--- src/rtl/assert_macros.svh ---
// Assertion helpers shared by the cache modules.
`ifndef ASSERT_MACROS_SVH
`define ASSERT_MACROS_SVH

// Immediate implication or plain property, checked on every rising edge out of reset.
`define SLC_ASSERT(lbl, clk, rstn, prop) \
  lbl: assert property (@(posedge clk) disable iff (!rstn) prop) \
    else $error("cache check failed");

// A condition that must hold in the cycle after a trigger.
`define SLC_ASSERT_NEXT(lbl, clk, rstn, pre, post) \
  lbl: assert property (@(posedge clk) disable iff (!rstn) (pre) |=> (post)) \
    else $error("cache check failed");

`endif

--- src/rtl/slc_pkg.sv ---
package slc_pkg;

  // Input word kinds.
  typedef enum logic [1:0] {
    K_READ   = 2'd0,
    K_WRITE  = 2'd1,
    K_PROBE  = 2'd2,
    K_REFILL = 2'd3
  } kind_e;

  // Result word kinds.
  typedef enum logic [2:0] {
    RK_READ  = 3'd0,
    RK_WRITE = 3'd1,
    RK_PROBE = 3'd2,
    RK_FETCH = 3'd3,
    RK_MEMW  = 3'd4,
    RK_WB    = 3'd5
  } rkind_e;

  // Controller states, one-hot.
  typedef enum logic [14:0] {
    ST_IDLE     = 15'b000000000000001,
    ST_LOOK     = 15'b000000000000010,
    ST_HIT_RD   = 15'b000000000000100,
    ST_HIT_OUT  = 15'b000000000001000,
    ST_WT_MEM   = 15'b000000000010000,
    ST_WT_DONE  = 15'b000000000100000,
    ST_VICT     = 15'b000000001000000,
    ST_WB_RD    = 15'b000000010000000,
    ST_WB_OUT   = 15'b000000100000000,
    ST_FETCH    = 15'b000001000000000,
    ST_PR_RD    = 15'b000010000000000,
    ST_PR_OUT   = 15'b000100000000000,
    ST_PR_MISS  = 15'b001000000000000,
    ST_FILL_RD  = 15'b010000000000000,
    ST_FILL_OUT = 15'b100000000000000
  } state_e;

  // Commands from the controller to the datapath.
  typedef struct packed {
    logic   accept;
    logic   refill;
    logic   look_hit;
    logic   look_miss;
    logic   stamp;
    logic   cnt_access;
    logic   cnt_miss;
    logic   cnt_evict;
    logic   vict_init;
    logic   vict_step;
    logic   wi_clear;
    logic   wi_inc;
    logic   rd;
    logic   rd_word;
    logic   merge;
    logic   mark_dirty;
    logic   set_pend;
    logic   emit;
    logic   last;
    rkind_e rkind;
  } cmd_t;

  // Status from the datapath to the controller.
  typedef struct packed {
    kind_e kind;
    logic  pend_valid;
    logic  pend_write;
    logic  wb_mode;
    logic  hit;
    logic  any_invalid;
    logic  vict_done;
    logic  vict_dirty;
    logic  wi_last;
    logic  rf_last;
    logic  out_space;
  } status_t;

endpackage

--- src/rtl/slc_ctrl.sv ---
`include "assert_macros.svh"

module slc_ctrl import slc_pkg::*; (
  input  logic    clk_i,
  input  logic    rst_ni,
  input  logic    in_valid_i,
  output logic    in_ready_o,
  input  status_t sts_i,
  output cmd_t    cmd_o
);

  state_e state_q, state_d;

  assign in_ready_o = (state_q == ST_IDLE);

  // Next state and command decode.
  always_comb begin
    state_d = state_q;
    cmd_o   = '0;
    cmd_o.rkind = RK_READ;
    unique case (state_q)
      ST_IDLE: begin
        if (in_valid_i) begin
          cmd_o.accept = 1'b1;
          state_d = ST_LOOK;
        end
      end
      ST_LOOK: begin
        unique case (sts_i.kind)
          K_REFILL: begin
            if (!sts_i.pend_valid) begin
              state_d = ST_IDLE;
            end else begin
              cmd_o.refill = 1'b1;
              state_d = sts_i.rf_last ? ST_FILL_RD : ST_IDLE;
            end
          end
          K_PROBE: begin
            if (sts_i.hit) begin
              cmd_o.look_hit = 1'b1;
              cmd_o.wi_clear = 1'b1;
              state_d = ST_PR_RD;
            end else begin
              cmd_o.look_miss = 1'b1;
              state_d = ST_PR_MISS;
            end
          end
          default: begin
            if (sts_i.pend_valid) begin
              state_d = ST_IDLE;
            end else begin
              cmd_o.cnt_access = 1'b1;
              if (sts_i.hit) begin
                cmd_o.look_hit = 1'b1;
                state_d = ST_HIT_RD;
              end else if (sts_i.kind == K_WRITE && !sts_i.wb_mode) begin
                cmd_o.cnt_miss  = 1'b1;
                cmd_o.look_miss = 1'b1;
                state_d = ST_WT_MEM;
              end else begin
                cmd_o.cnt_miss  = 1'b1;
                cmd_o.vict_init = 1'b1;
                state_d = sts_i.any_invalid ? ST_FETCH : ST_VICT;
              end
            end
          end
        endcase
      end
      ST_HIT_RD: begin
        cmd_o.stamp = 1'b1;
        cmd_o.rd    = 1'b1;
        if (sts_i.kind == K_WRITE && !sts_i.wb_mode) begin
          state_d = ST_WT_MEM;
        end else begin
          state_d = ST_HIT_OUT;
        end
      end
      ST_HIT_OUT: begin
        if (sts_i.out_space) begin
          cmd_o.emit = 1'b1;
          cmd_o.last = 1'b1;
          if (sts_i.kind == K_WRITE) begin
            cmd_o.rkind      = RK_WRITE;
            cmd_o.merge      = 1'b1;
            cmd_o.mark_dirty = 1'b1;
          end else begin
            cmd_o.rkind = RK_READ;
          end
          state_d = ST_IDLE;
        end
      end
      ST_WT_MEM: begin
        if (sts_i.out_space) begin
          cmd_o.emit  = 1'b1;
          cmd_o.rkind = RK_MEMW;
          cmd_o.merge = sts_i.hit;
          state_d = ST_WT_DONE;
        end
      end
      ST_WT_DONE: begin
        if (sts_i.out_space) begin
          cmd_o.emit  = 1'b1;
          cmd_o.last  = 1'b1;
          cmd_o.rkind = RK_WRITE;
          state_d = ST_IDLE;
        end
      end
      ST_VICT: begin
        if (!sts_i.vict_done) begin
          cmd_o.vict_step = 1'b1;
        end else if (sts_i.vict_dirty) begin
          cmd_o.cnt_evict = 1'b1;
          cmd_o.wi_clear  = 1'b1;
          state_d = ST_WB_RD;
        end else begin
          state_d = ST_FETCH;
        end
      end
      ST_WB_RD: begin
        cmd_o.rd      = 1'b1;
        cmd_o.rd_word = 1'b1;
        state_d = ST_WB_OUT;
      end
      ST_WB_OUT: begin
        if (sts_i.out_space) begin
          cmd_o.emit   = 1'b1;
          cmd_o.rkind  = RK_WB;
          cmd_o.wi_inc = 1'b1;
          state_d = sts_i.wi_last ? ST_FETCH : ST_WB_RD;
        end
      end
      ST_FETCH: begin
        if (sts_i.out_space) begin
          cmd_o.emit     = 1'b1;
          cmd_o.last     = 1'b1;
          cmd_o.rkind    = RK_FETCH;
          cmd_o.set_pend = 1'b1;
          state_d = ST_IDLE;
        end
      end
      ST_PR_RD: begin
        cmd_o.rd      = 1'b1;
        cmd_o.rd_word = 1'b1;
        state_d = ST_PR_OUT;
      end
      ST_PR_OUT: begin
        if (sts_i.out_space) begin
          cmd_o.emit   = 1'b1;
          cmd_o.rkind  = RK_PROBE;
          cmd_o.last   = sts_i.wi_last;
          cmd_o.wi_inc = 1'b1;
          state_d = sts_i.wi_last ? ST_IDLE : ST_PR_RD;
        end
      end
      ST_PR_MISS: begin
        if (sts_i.out_space) begin
          cmd_o.emit  = 1'b1;
          cmd_o.last  = 1'b1;
          cmd_o.rkind = RK_PROBE;
          state_d = ST_IDLE;
        end
      end
      ST_FILL_RD: begin
        cmd_o.rd = 1'b1;
        state_d = ST_FILL_OUT;
      end
      ST_FILL_OUT: begin
        if (sts_i.out_space) begin
          cmd_o.emit = 1'b1;
          cmd_o.last = 1'b1;
          if (sts_i.pend_write) begin
            cmd_o.rkind      = RK_WRITE;
            cmd_o.merge      = 1'b1;
            cmd_o.mark_dirty = 1'b1;
          end else begin
            cmd_o.rkind = RK_READ;
          end
          state_d = ST_IDLE;
        end
      end
      default: begin
        state_d = ST_IDLE;
      end
    endcase
  end

  // State register.
  always_ff @(posedge clk_i or negedge rst_ni) begin
    if (!rst_ni) begin
      state_q <= ST_IDLE;
    end else begin
      state_q <= state_d;
    end
  end

  // A word is only handed over when the output register can take it.
  `SLC_ASSERT(a_emit_space, clk_i, rst_ni, cmd_o.emit |-> sts_i.out_space)

endmodule

--- config.mk ---
export PLATFORM = sky130hd
export DESIGN_NAME = slc_ctrl
export DESIGN_NICKNAME = d
export VERILOG_FILES = /design/src/rtl/slc_pkg.sv /design/src/rtl/slc_ctrl.sv
export VERILOG_INCLUDE_DIRS = /design/src /design/src/rtl
export SDC_FILE = /design/constraint.sdc
export NUM_CORES = 1
export LEC_CHECK = 0
export BUFFER_PORTS_ARGS = -buffer_cell sky130_fd_sc_hd__buf_2
export CAP_MARGIN = 10
export CORE_MARGIN = 4
export CORE_UTILIZATION = 35
export CTS_BUF_LIST = sky130_fd_sc_hd__clkbuf_16
export CTS_CLUSTER_SIZE = 24
export DETAILED_ROUTE_END_ITERATION = 6
export HOLD_SLACK_MARGIN = 0.06
export PLACE_DENSITY = 0.67
export SYNTH_ARGS = -nofsm -noshare
export SYNTH_HDL_FRONTEND = slang
export SYNTH_SLANG_ARGS = --single-unit
--- constraint.sdc ---
create_clock -name clk_i -period 2.37 [get_ports clk_i]
set_input_delay 0.3555 -clock clk_i [delete_from_list [all_inputs] [get_ports clk_i]]
set_output_delay 0.3555 -clock clk_i [all_outputs]
set_load 0.01 [all_outputs]
# After elaboration in Yosys (flattened, before gate mapping)
# Cells that the tools add are included.
[word_totals] latch_bits=0 memories=0 romBits=0 word_cells=105 register_bits=15 ram_bits=0 input_bits=15 out_inout_bits=23
[classes] div=0 shift=0 n_addsub=0 n_eq_ne=24 n_bitwise=0 n_mux=71 reduce_logical=9 n_lt_le_gt_ge=0 mul=0
[op_table] operator="$pmux W15 S11" n=1
[op_table] operator="$mux W15" n=8
[op_table] operator="$mux W10" n=4
[op_table] operator="$mux W5" n=6
[op_table] operator="$pmux W15 S2" n=1
[op_table] operator="$mux W1" n=28
[op_table] operator="$mux W14" n=2
[op_table] operator="$pmux W3 S8" n=1
[op_table] operator="$mux W2" n=8
[op_table] operator="$eq A15 B1 Y1 const B" n=1
[op_table] operator="$eq A15 B10 Y1 const B" n=1
[op_table] operator="$eq A15 B11 Y1 const B" n=1
[op_table] operator="$eq A15 B12 Y1 const B" n=1
[op_table] operator="$eq A15 B13 Y1 const B" n=1
[op_table] operator="$eq A15 B14 Y1 const B" n=1
[op_table] operator="$eq A15 B15 Y1 const B" n=1
[op_table] operator="$eq A15 B2 Y1 const B" n=1
[op_table] operator="$eq A15 B3 Y1 const B" n=1
[op_table] operator="$eq A15 B4 Y1 const B" n=1
[op_table] operator="$eq A15 B5 Y1 const B" n=1
[op_table] operator="$eq A15 B6 Y1 const B" n=1
[op_table] operator="$eq A15 B7 Y1 const B" n=1
[op_table] operator="$eq A15 B8 Y1 const B" n=1
[op_table] operator="$eq A15 B9 Y1 const B" n=1
[op_table] operator="19 further kinds" n=30

# Logic depth before layout (Yosys ltp)
# Gate-level depths: netlist (run 1).
[depth] ltp_word=7 mapped_depth=7 mapped_depth_nobuf=6

# Worst setup path after synthesis (run 1)
# OpenSTA, ideal clock, no wires.
[synth_timing] kind="register to output" startpoint="register state_q[3]" endpoint="output port cmd_o[2] in the netlist's numbering" n_path_buf=0 setup_slack_ns=0.155 required_time_ns=2.014 arrival_ns=1.860 stages_incl_launch_ff=6 path_cell_list="dfrtp_1 > nor4_4 > nand3_1 > or4_1 > nor3b_2 > o21a_1"
[synth_lines] item="start, declared" line="slc_ctrl.sv:12" text="state_e state_q, state_d;"
[synth_lines] item="start signal, assigned" line="slc_ctrl.sv:192" text="state_q <= state_d;"
[synth_lines] item="end, declared" line="slc_ctrl.sv:9" text="output cmd_t cmd_o"

==> impl_metrics.tcl, run 1 <==
set metrics [dict create \
    timing.final.max_slew_violations 0 \
    ys_ff_latch 15 \
    hpwlAfterDp_mm 3.42 \
    placement_rows 22 \
    dpl-instance-area_mm2 0.00172 \
    cp_cell_sequence "or2_4 > or4_4 > o22ai_4 > a211oi_2 > and2b_2 > and2_1 > buf_2" \
    grt_setup_unrepaired "yes" \
    clock_insertion_delay_at_the_later_pin_of_the_skew_report_ns 0.25 \
    worst_setup_path_start_kind "flip-flop" \
    ys_async_sr_fraction_pct 100 \
    grt_first_pass_wirelength_mm 7.49 \
    post_synth_instance_area_mm2 0.00133 \
    area_growth_syn_to_layout_pct 67.8 \
    clock_tree_from_tritoncts "yes" \
    placed_cells_incl_taps 262 \
    post_synth_inst_count 157 \
    design.die.area_mm2 0.00484 \
    detail_route.vias_per_cell 5.67 \
    hold_slack_ns 0.328 \
    filler_cell_count 275 \
    post_synth.cell_area_avg_um2 8.45 \
    commonest_non_fill_non_tap_cell_in_the_layout "buf_4" \
    violations_in_the_final_reports "negative setup slack" \
    cts_root_buffer "clkbuf_16" \
    holdCritPathClass "input port to flip-flop" \
    finalHoldViolCount 0 \
    die_w_um 69.6 \
    synthFlopType "dfrtp_1" \
    final-setup-viol-count 4 \
    final.min_clock_period_ns 2.47 \
    power.density_cell_area_mw_per_mm2 584 \
    clkSlewWorstSetupHoldPaths_ns 0.05 \
    wl_mm 5.05 \
    ir_drop_uv 325 \
    cts_sinks 15 \
    cellLeakagePower_uw 0.00106 \
    number_of_levels_in_the_clock_h_tree 1 \
    synth_edf_count 0 \
    layout_top_registers "state_q (15)" \
    cts_inserted_buffers 3 \
    largest-register "state_q" \
    tns_ns -0.156 \
    worst-setup-path-type "flip-flop to primary output" \
    synth-warning-count 0 \
    achievable-frequency_mhz 404 \
    insertedDiodeCount 0 \
    synth_top_area_cell "dfrtp_1" \
    layout.cells.most_common_list "buf_4, buf_2, nor2_1" \
    worstPathMaxFanout 3 \
    outcome "finished, violations left" \
    timing.critical_path.required_ns 2.01 \
    max_reg_flops 15 \
    antenna_found_initial 0 \
    slowest_delay_ns 0.51 \
    via_count_of_the_first_global_routing_pass 1573 \
    gpl.final_weighted_congestion 0.927 \
    worst_setup_path_end_kind "primary output" \
    wire_per_inst_um 17.2 \
    arrival_ns 2.12 \
    grt-ovfl-total 0 \
    synth_top_cells_by_area "dfrtp_1, nor2_1, nor3_1" \
    cts_max_path_buffers 2 \
    syn_nets 172 \
    drtIter0Drc 126 \
    drive_above_1_share_pct 58.0 \
    die_y_um 69.6 \
    pin_count 38 \
    post-route-drc-count 0 \
    drt-pass1-iter-count 4 \
    initial_utilization_pct 36.2 \
    fin_crit_sh_pct 104 \
    grt_start_max_net_pins 16 \
    postLayoutCellArea_mm2 0.00223 \
    utilization_pct 60.8 \
    finalWorstSetupSlack_ns -0.105 \
    max_cap_viol_count 0 \
    synth_sequential_area_ratio_pct 28.4 \
    synthDistinctLibCells 54 \
    crit_path_top_delay_cell "or4_4" \
    slew_headroom_pct 72.8 \
    grtUsageTotal_pct 19.2 \
    yosysTopAreaCellShare_pct 26.4 \
    via_count 1660 \
    numPortBuffers 37 \
    fin_cells 293 \
    worst-slew-pin-transition_ns 0.407 \
    finish.net_count 261 \
    core_area_mm2 0.00366 \
    drtAntennaViolNets 0 \
    clock_skew_ns 0.00437 \
]
[per-layer routing]
layer	wire length, um	global-route usage (%)	up-vias
met4	139	7.81	0
met5	0	0	-
li1	-	-	763
met2	2450	31.1	105
met1	2040	25.5	778
met3	425	2.61	14
[path summary, 6_finish.rpt]
kind / start / end / slack (ns) / cells past startpoint
max: state_q[13] / cmd_o[0] / -0.10 / 7
min: sts_i[5] / state_q[6] / 0.33 / 2
max reg2reg: state_q[13] / state_q[0] / 0 / 13
min reg2reg: state_q[5] / state_q[5] / 0.65 / 1
max in group asynchronous: rst_ni / state_q[0] / 1.50 / 2
min in group asynchronous: rst_ni / state_q[3] / 0.57 / 2
[power by group]
part,internal (uW),switching (uW)
Clock,225,105
Sequential,283,32.0
Combinational,314,342
[critical path, delay by kind of cell (launching register included)]
kind            cells  cell delay (ns)
simple gates        4             1.10
flops               1             0.42
compound gates      2             0.23
buf+inv             1             0.12
[cell families after synthesis]
kind of cell    share of synthesized area [%]
buf+inv                                  4.53
compound gates                           22.4
mux                                      1.13
simple gates                             40.9
flops                                    28.4
xor+xnor                                 2.64
[cell usage after synthesis, types with 3 or more instances]
| master | n |
|---|---|
| nor2_1 | 20 |
| nor3_1 | 15 |
| dfrtp_1 | 14 |
| nand3_1 | 10 |
| inv_1 | 8 |
| nand2_1 | 7 |
| a21oi_1 | 6 |
| nor2b_1 | 5 |
| and2_1 | 4 |
| and3_1 | 3 |
| nand2b_1 | 3 |
| nand4_1 | 3 |
| o21ai_0 | 3 |
| xnor2_1 | 3 |
[metrics by stage]
stage                     power [uW]  worst slack [ns]
after floorplan                  597             0.155
after global placement           778            0.0164
after detailed placement         782            0.0123
after CTS                       1200            -0.112
after global routing            1360            -0.186
final                           1300            -0.105
[final cells by class]
type / count / area (um^2) / share of cell area [%]
multi-input cells: 130 / 1080 / 48.4
flip-flops and latches: 15 / 382 / 17.1
clock inverters: 1 / 5.00 / 0.225
repair buffers: 88 / 597 / 26.8
clock buffers: 3 / 75.1 / 3.37
inverters: 8 / 30.0 / 1.35
well taps: 48 / 60.1 / 2.70
[timing repair]
item / CTS / global route
setup buffers: 16 / 10
resized for setup: 14 / 32
cloned: 0 / 0
hold buffers: 1 / 0
hold endpoints to repair: 14 / 0
endpoints found under the setup margin: 13 / 17
pin swaps: 6 / 16
No activity file was read; power rests on OpenSTA's default activity.
==> run 2: changes to the inputs <==
--- a/config.mk
+++ b/config.mk
@@ -14,6 +14,7 @@
 export CTS_CLUSTER_SIZE = 24
 export DETAILED_ROUTE_END_ITERATION = 6
 export HOLD_SLACK_MARGIN = 0.06
+export MAX_ROUTING_LAYER = met4
 export PLACE_DENSITY = 0.67
 export SYNTH_ARGS = -nofsm -noshare
 export SYNTH_HDL_FRONTEND = slang
==> constraint.sdc (replaced) <==
create_clock -name clk_i -period 2.37 [get_ports clk_i]
set_input_delay 0.1185 -clock clk_i [delete_from_list [all_inputs] [get_ports clk_i]]
set_output_delay 0.1185 -clock clk_i [all_outputs]
set_load 0.01 [all_outputs]
==> run 2 against run 1 <==
The flow still finishes with violations (negative setup slack). Sequential power shrank 1%. Sequential cell count unchanged. Hold slack worse by 0.25 ns. Register-to-register slack better by 0.07 ns. Cell count is 10% lower. Largest cell class unchanged.
==> impl_metrics.tcl, run 2 (synthesized netlist as in run 1, its figures left out) <==
set metrics [dict create \
    post-route-drc-count 0 \
    timing.critical_path.required_ns 2.25 \
    final-setup-viol-count 1 \
    commonest_non_fill_non_tap_cell_in_the_layout "buf_2" \
    largest-register "state_q" \
    worstHoldPathCells 2 \
    worst_hold_path.endpoint "state_q[6]" \
    worstReg2RegEnd "state_q[14]" \
    max_reg_flops 15 \
    layout.cells.most_common_list "buf_2, nor2_1, buf_4" \
    layout_top_registers "state_q (15)" \
    timing.critical_path.mode_cell "buf_4" \
    via_count 1523 \
    worst_setup_path_end_kind "primary output" \
    reg2reg_depth 8 \
    ir_drop_uv 260 \
    slew_headroom_pct 69.4 \
    switching_power_uw 435 \
    initial_utilization_pct 36.2 \
    cp.depth 9 \
    worst-setup-path-type "flip-flop to primary output" \
    filler_cell_count 352 \
    utilization_pct 50.5 \
    clock_skew_ns 0.00282 \
    crit_buf_inv 5 \
    cp_top_family "buffers and inverters" \
    p_comb_share_pct 44.0 \
    wire_per_inst_um 17.5 \
    cts_max_path_buffers 2 \
    clock_tree_from_tritoncts "yes" \
    violations_in_the_final_reports "negative setup slack" \
    grtUsageTotal_pct 17.9 \
    cts_root_buffer "clkbuf_16" \
    detail_route.vias_per_cell 5.79 \
    achievable-frequency_mhz 421 \
    grt_setup_unrepaired "yes" \
    drtAntennaViolNets 0 \
    insertedDiodeCount 0 \
    placement_rows 22 \
    grt_first_pass_wirelength_mm 6.87 \
    fin_cells 263 \
    area_growth_syn_to_layout_pct 39.5 \
    switching_share_pct 37.3 \
    pin_count 38 \
    placed_cells_incl_taps 253 \
    finish.net_count 231 \
    drive_above_1_share_pct 43.3 \
    cts_inserted_buffers 3 \
    holdCritPathClass "input port to flip-flop" \
    grt-ovfl-total 0 \
    clkPwrFrac_pct 29.3 \
    via_count_of_the_first_global_routing_pass 1417 \
    clkSlewWorstSetupHoldPaths_ns 0.05 \
    worst_hold_startpoint "sts_i[5]" \
    antenna_found_initial 0 \
    cellLeakagePower_uw 0.000870 \
    die_w_um 69.6 \
    final.min_clock_period_ns 2.38 \
    outcome "finished, violations left" \
    worst_setup_path_start_kind "flip-flop" \
    arrival_ns 2.26 \
    design.die.area_mm2 0.00484 \
    reg2reg_setup_slack_ns 0.07 \
    timing.final.max_slew_violations 0 \
    worstPathMaxFanout 7 \
    numPortBuffers 37 \
    tns_ns -0.00713 \
    number_of_levels_in_the_clock_h_tree 1 \
    clock_insertion_delay_at_the_later_pin_of_the_skew_report_ns 0.25 \
    max_cap_viol_count 0 \
    gpl.final_weighted_congestion 1.01 \
    hpwlAfterDp_mm 3.32 \
    crit_path_top_delay_cell "dfrtp_2" \
    drtIter0Drc 131 \
    die_y_um 69.6 \
    fin_crit_sh_pct 100 \
    slowest_delay_ns 0.46 \
    worst-slew-pin-transition_ns 0.455 \
    power_report.internal_total_uw 730 \
    cts_sinks 15 \
    power.sequential.fraction_pct 26.7 \
    wl_mm 4.61 \
    cp_cell_sequence "nor3_1 > buf_4 > nand2_1 > buf_4 > nor4_1 > buf_4 > a21oi_1 > inv_1 > buf_2" \
    grt_start_max_net_pins 16 \
    finalHoldViolCount 0 \
    core_area_mm2 0.00366 \
    finalWorstSetupSlack_ns -0.00713 \
    power.density_cell_area_mw_per_mm2 629 \
    drt-pass1-iter-count 4 \
    rr_startpoint "state_q[12]" \
]
## run 2: power by group through the flow
stage | logic (uW) | registers [uW] | clock network (uW)
after floorplan | 290 | 307 | 0
after global placement | 459 | 314 | 0
after detailed placement | 461 | 314 | 0
after CTS | 477 | 310 | 340
after global routing | 547 | 312 | 355
final | 512 | 311 | 342
## run 2: timing repair
item                       4_1_cts  5_1_grt
gates resized for setup          3       15
hold endpoints to repair        14        0
setup endpoints to repair        2       11
buffers inserted                 1        4
pin swaps                        2        6
hold buffers                     1        0
## run 2: area by class of cell
type                            instances  area, um^2  area share (%)
Multi-Input combinational cell        130         951            51.4
Sequential cell                        15         384            20.8
Timing Repair Buffer                   58         345            18.7
Clock buffer                            3        75.1            4.06
Tap cell                               48        60.1            3.25
Inverter                                8        30.0            1.62
Clock inverter                          1        5.00           0.270
## run 2: worst max path at each step
stage,startpoint,endpoint,slack (ns)
finish,state_q[4],cmd_o[9],-0.007
global route,state_q[4],cmd_o[9],-0.03
global placement,state_q[8],cmd_o[0],0.07
CTS,state_q[4],cmd_o[0],0.004
floorplan,state_q[12],state_q[9],0.21
detailed placement,state_q[8],state_q[14],0.13
## run 2: worst reg2reg max path, cell delays in order (launching register included)
cell,delay (ns)
dfrtp_2,0.46
or2_4,0.28
or4_4,0.51
o22ai_4,0.17
a211oi_4,0.09
buf_4,0.16
o221ai_4,0.18
buf_4,0.22
o2bb2ai_1,0.14
## run 2: layer usage
metal	wire length [um]	vias up	track usage [%]
met3	390	4	2.46
met1	1990	710	24.2
li1	-	702	-
met2	2180	107	28.2
met4	44	0	4.77
met5	0	-	-
## run 2: stage by stage
step | hold slack, ns | cell area (um^2) | setup slack [ns] | power (uW)
global route | 0.0911 | 1850 | -0.0307 | 1210
CTS | 0.0791 | 1770 | 0.00362 | 1130
global placement | 0.0528 | 1650 | 0.0717 | 773
finish | 0.0807 | 1850 | -0.00713 | 1160
floorplan | -0.177 | 1330 | 0.214 | 597
detailed placement | 0.0557 | 1650 | 0.131 | 775
==> run 3: changes to the inputs <==
--- a/config.mk
+++ b/config.mk
@@ -16,6 +16,7 @@
 export HOLD_SLACK_MARGIN = 0.06
 export MAX_ROUTING_LAYER = met4
 export PLACE_DENSITY = 0.67
+export REMOVE_ABC_BUFFERS = 1
 export SYNTH_ARGS = -nofsm -noshare
 export SYNTH_HDL_FRONTEND = slang
 export SYNTH_SLANG_ARGS = --single-unit
==> run 3 against run 2 <==
The run now ends clean. Maximum frequency is 1.6% higher. Clock power is 2% lower. Via count is 7.1% lower. Routed wire length is 7.7% lower. Count of clock-buffer cells in the layout stayed put. Hold slack better by 0.018 ns. Highest routed layer unchanged.
==> impl_metrics.tcl, run 3 (synthesized netlist as in run 1, its figures left out) <==
set metrics [dict create \
    outcome "complete, no violations" \
    grtUsageTotal_pct 17.9 \
    final.min_clock_period_ns 2.34 \
    worst_setup_path_start_kind "flip-flop" \
    cp_cell_sequence "nor4_4 > nand3_1 > or4_4 > nor3b_2 > o21a_1 > buf_2" \
    finish.net_count 227 \
    grt_first_pass_wirelength_mm 6.74 \
    area_growth_syn_to_layout_pct 36.3 \
    grt_setup_unrepaired "yes" \
    p_comb_share_pct 43.4 \
    design.die.area_mm2 0.00484 \
    drt-pass1-iter-count 4 \
    worst-setup-path-type "flip-flop to primary output" \
    max_reg_flops 15 \
    power_report.internal_total_uw 726 \
    placed_cells_incl_taps 252 \
    achievable-frequency_mhz 427 \
    timing.final.max_slew_violations 0 \
    filler_cell_count 342 \
    clock_tree_from_tritoncts "yes" \
    wire_per_inst_um 16.4 \
    layout.cells.most_common_list "buf_2, nor2_1, buf_4" \
    fin_crit_sh_pct 98.8 \
    switching_power_uw 417 \
    commonest_non_fill_non_tap_cell_in_the_layout "buf_2" \
    timing.critical_path.required_ns 2.25 \
    switching_share_pct 36.5 \
    via_count 1415 \
    hpwlAfterDp_mm 3.28 \
    via_count_of_the_first_global_routing_pass 1337 \
    holdCritPathClass "input port to flip-flop" \
    multi_input_area_um2 945 \
    gpl.final_weighted_congestion 0.987 \
    grt.met2_usage_pct 27.4 \
    ir_drop_uv 436 \
    clock_insertion_delay_at_the_later_pin_of_the_skew_report_ns 0.25 \
    worst_setup_path_end_kind "primary output" \
    grt_start_max_net_pins 16 \
    cts_sinks 15 \
    antenna_found_initial 0 \
    placement_rows 22 \
    hold_slack_ns 0.0984 \
    max_cap_viol_count 0 \
    crit_path_top_delay_cell "or4_4" \
    clkPwrFrac_pct 29.3 \
    clkSlewWorstSetupHoldPaths_ns 0.05 \
    die_w_um 69.6 \
    die_y_um 69.6 \
    worstPathMaxFanout 5 \
    finalHoldViolCount 0 \
    slowest_delay_ns 0.46 \
    layout.area.seq_um2 379 \
    cts_root_buffer "clkbuf_16" \
    power.sequential.fraction_pct 27.3 \
    grt_most_used_layer "met2" \
    largest-register "state_q" \
    slew_headroom_pct 72.3 \
    post-route-drc-count 0 \
    layout_top_registers "state_q (15)" \
    number_of_levels_in_the_clock_h_tree 1 \
    cts_max_path_buffers 2 \
    grt-ovfl-total 0 \
    detail_route.vias_per_cell 5.46 \
    power_uw 1140 \
    clock_skew_ns 0.00547 \
    drtAntennaViolNets 0 \
    worst-slew-pin-transition_ns 0.411 \
    grt_use_met1_pct 24.8 \
    fin_cells 259 \
    drive_above_1_share_pct 39.8 \
    numPortBuffers 37 \
    insertedDiodeCount 0 \
    pin_count 38 \
    grt_util_met3_pct 1.88 \
    initial_utilization_pct 36.2 \
    wl_mm 4.25 \
    power.density_cell_area_mw_per_mm2 632 \
    cellLeakagePower_uw 0.000858 \
    core_area_mm2 0.00366 \
    cts_inserted_buffers 3 \
    arrival_ns 2.22 \
    drtIter0Drc 98 \
    final-setup-viol-count 0 \
]
[run 3: power by group through the flow]
stage | combinational, uW | clock [uW] | sequential (uW)
5_1_grt | 536 | 356 | 315
3_3_place_gp | 462 | 0 | 314
4_1_cts | 478 | 336 | 311
3_5_place_dp | 461 | 0 | 314
6_report | 496 | 335 | 312
2_1_floorplan | 286 | 0 | 309
[run 3: area by class of cell]
class | count | area share, %
repair buffers | 54 | 17.4
multi-input cells | 130 | 52.2
flip-flops and latches | 15 | 21.0
clock inverters | 1 | 0.208
well taps | 48 | 3.32
clock buffers | 3 | 4.15
inverters | 8 | 1.66
[run 3: final timing paths]
check | from | cells after the start | slack [ns] | end
setup / recovery | state_q[1] | 6 | 0.03 | cmd_o[2]
hold / removal | sts_i[5] | 2 | 0.1 | state_q[6]
setup reg to reg | state_q[12] | 7 | 0.20 | state_q[4]
hold reg to reg | state_q[12] | 1 | 0.60 | state_q[12]
max in group asynchronous | rst_ni | 2 | 1.75 | state_q[0]
min in group asynchronous | rst_ni | 2 | 0.32 | state_q[4]
[run 3: critical path: cells and delay by family, from the launching register on]
kind | cells | cell delay [ns]
DFF | 1 | 0.42
AOI/OAI and AO/OA | 1 | 0.16
buffers and inverters | 1 | 0.12
and+or+nand+nor | 4 | 1.25
[run 3: layer usage]
layer | share of wire, % | vias up
met5 | 0 | -
met4 | 1.8 | 0
met3 | 6.7 | 7
met2 | 47 | 68
met1 | 45 | 645
li1 | - | 695
[run 3: what timing repair did]
action,CTS,global route
setup buffers,1,1
pin swaps,4,3
hold endpoints to repair,14,0
hold buffers,1,0
resized for setup,4,8
endpoints found under the setup margin,4,10
[run 3: per-stage QoR]
step                      setup TNS [ns]  cell area [um^2]  util [%]  setup WS, ns
final                                  0              1810      49.4        0.0294
after global routing              -0.263              1810      49.4       -0.0825
after CTS                              0              1770      48.2       0.00738
after floorplan                        0              1300         -         0.191
after global placement                 0              1650      45.0         0.119
after detailed placement               0              1650      45.0         0.118
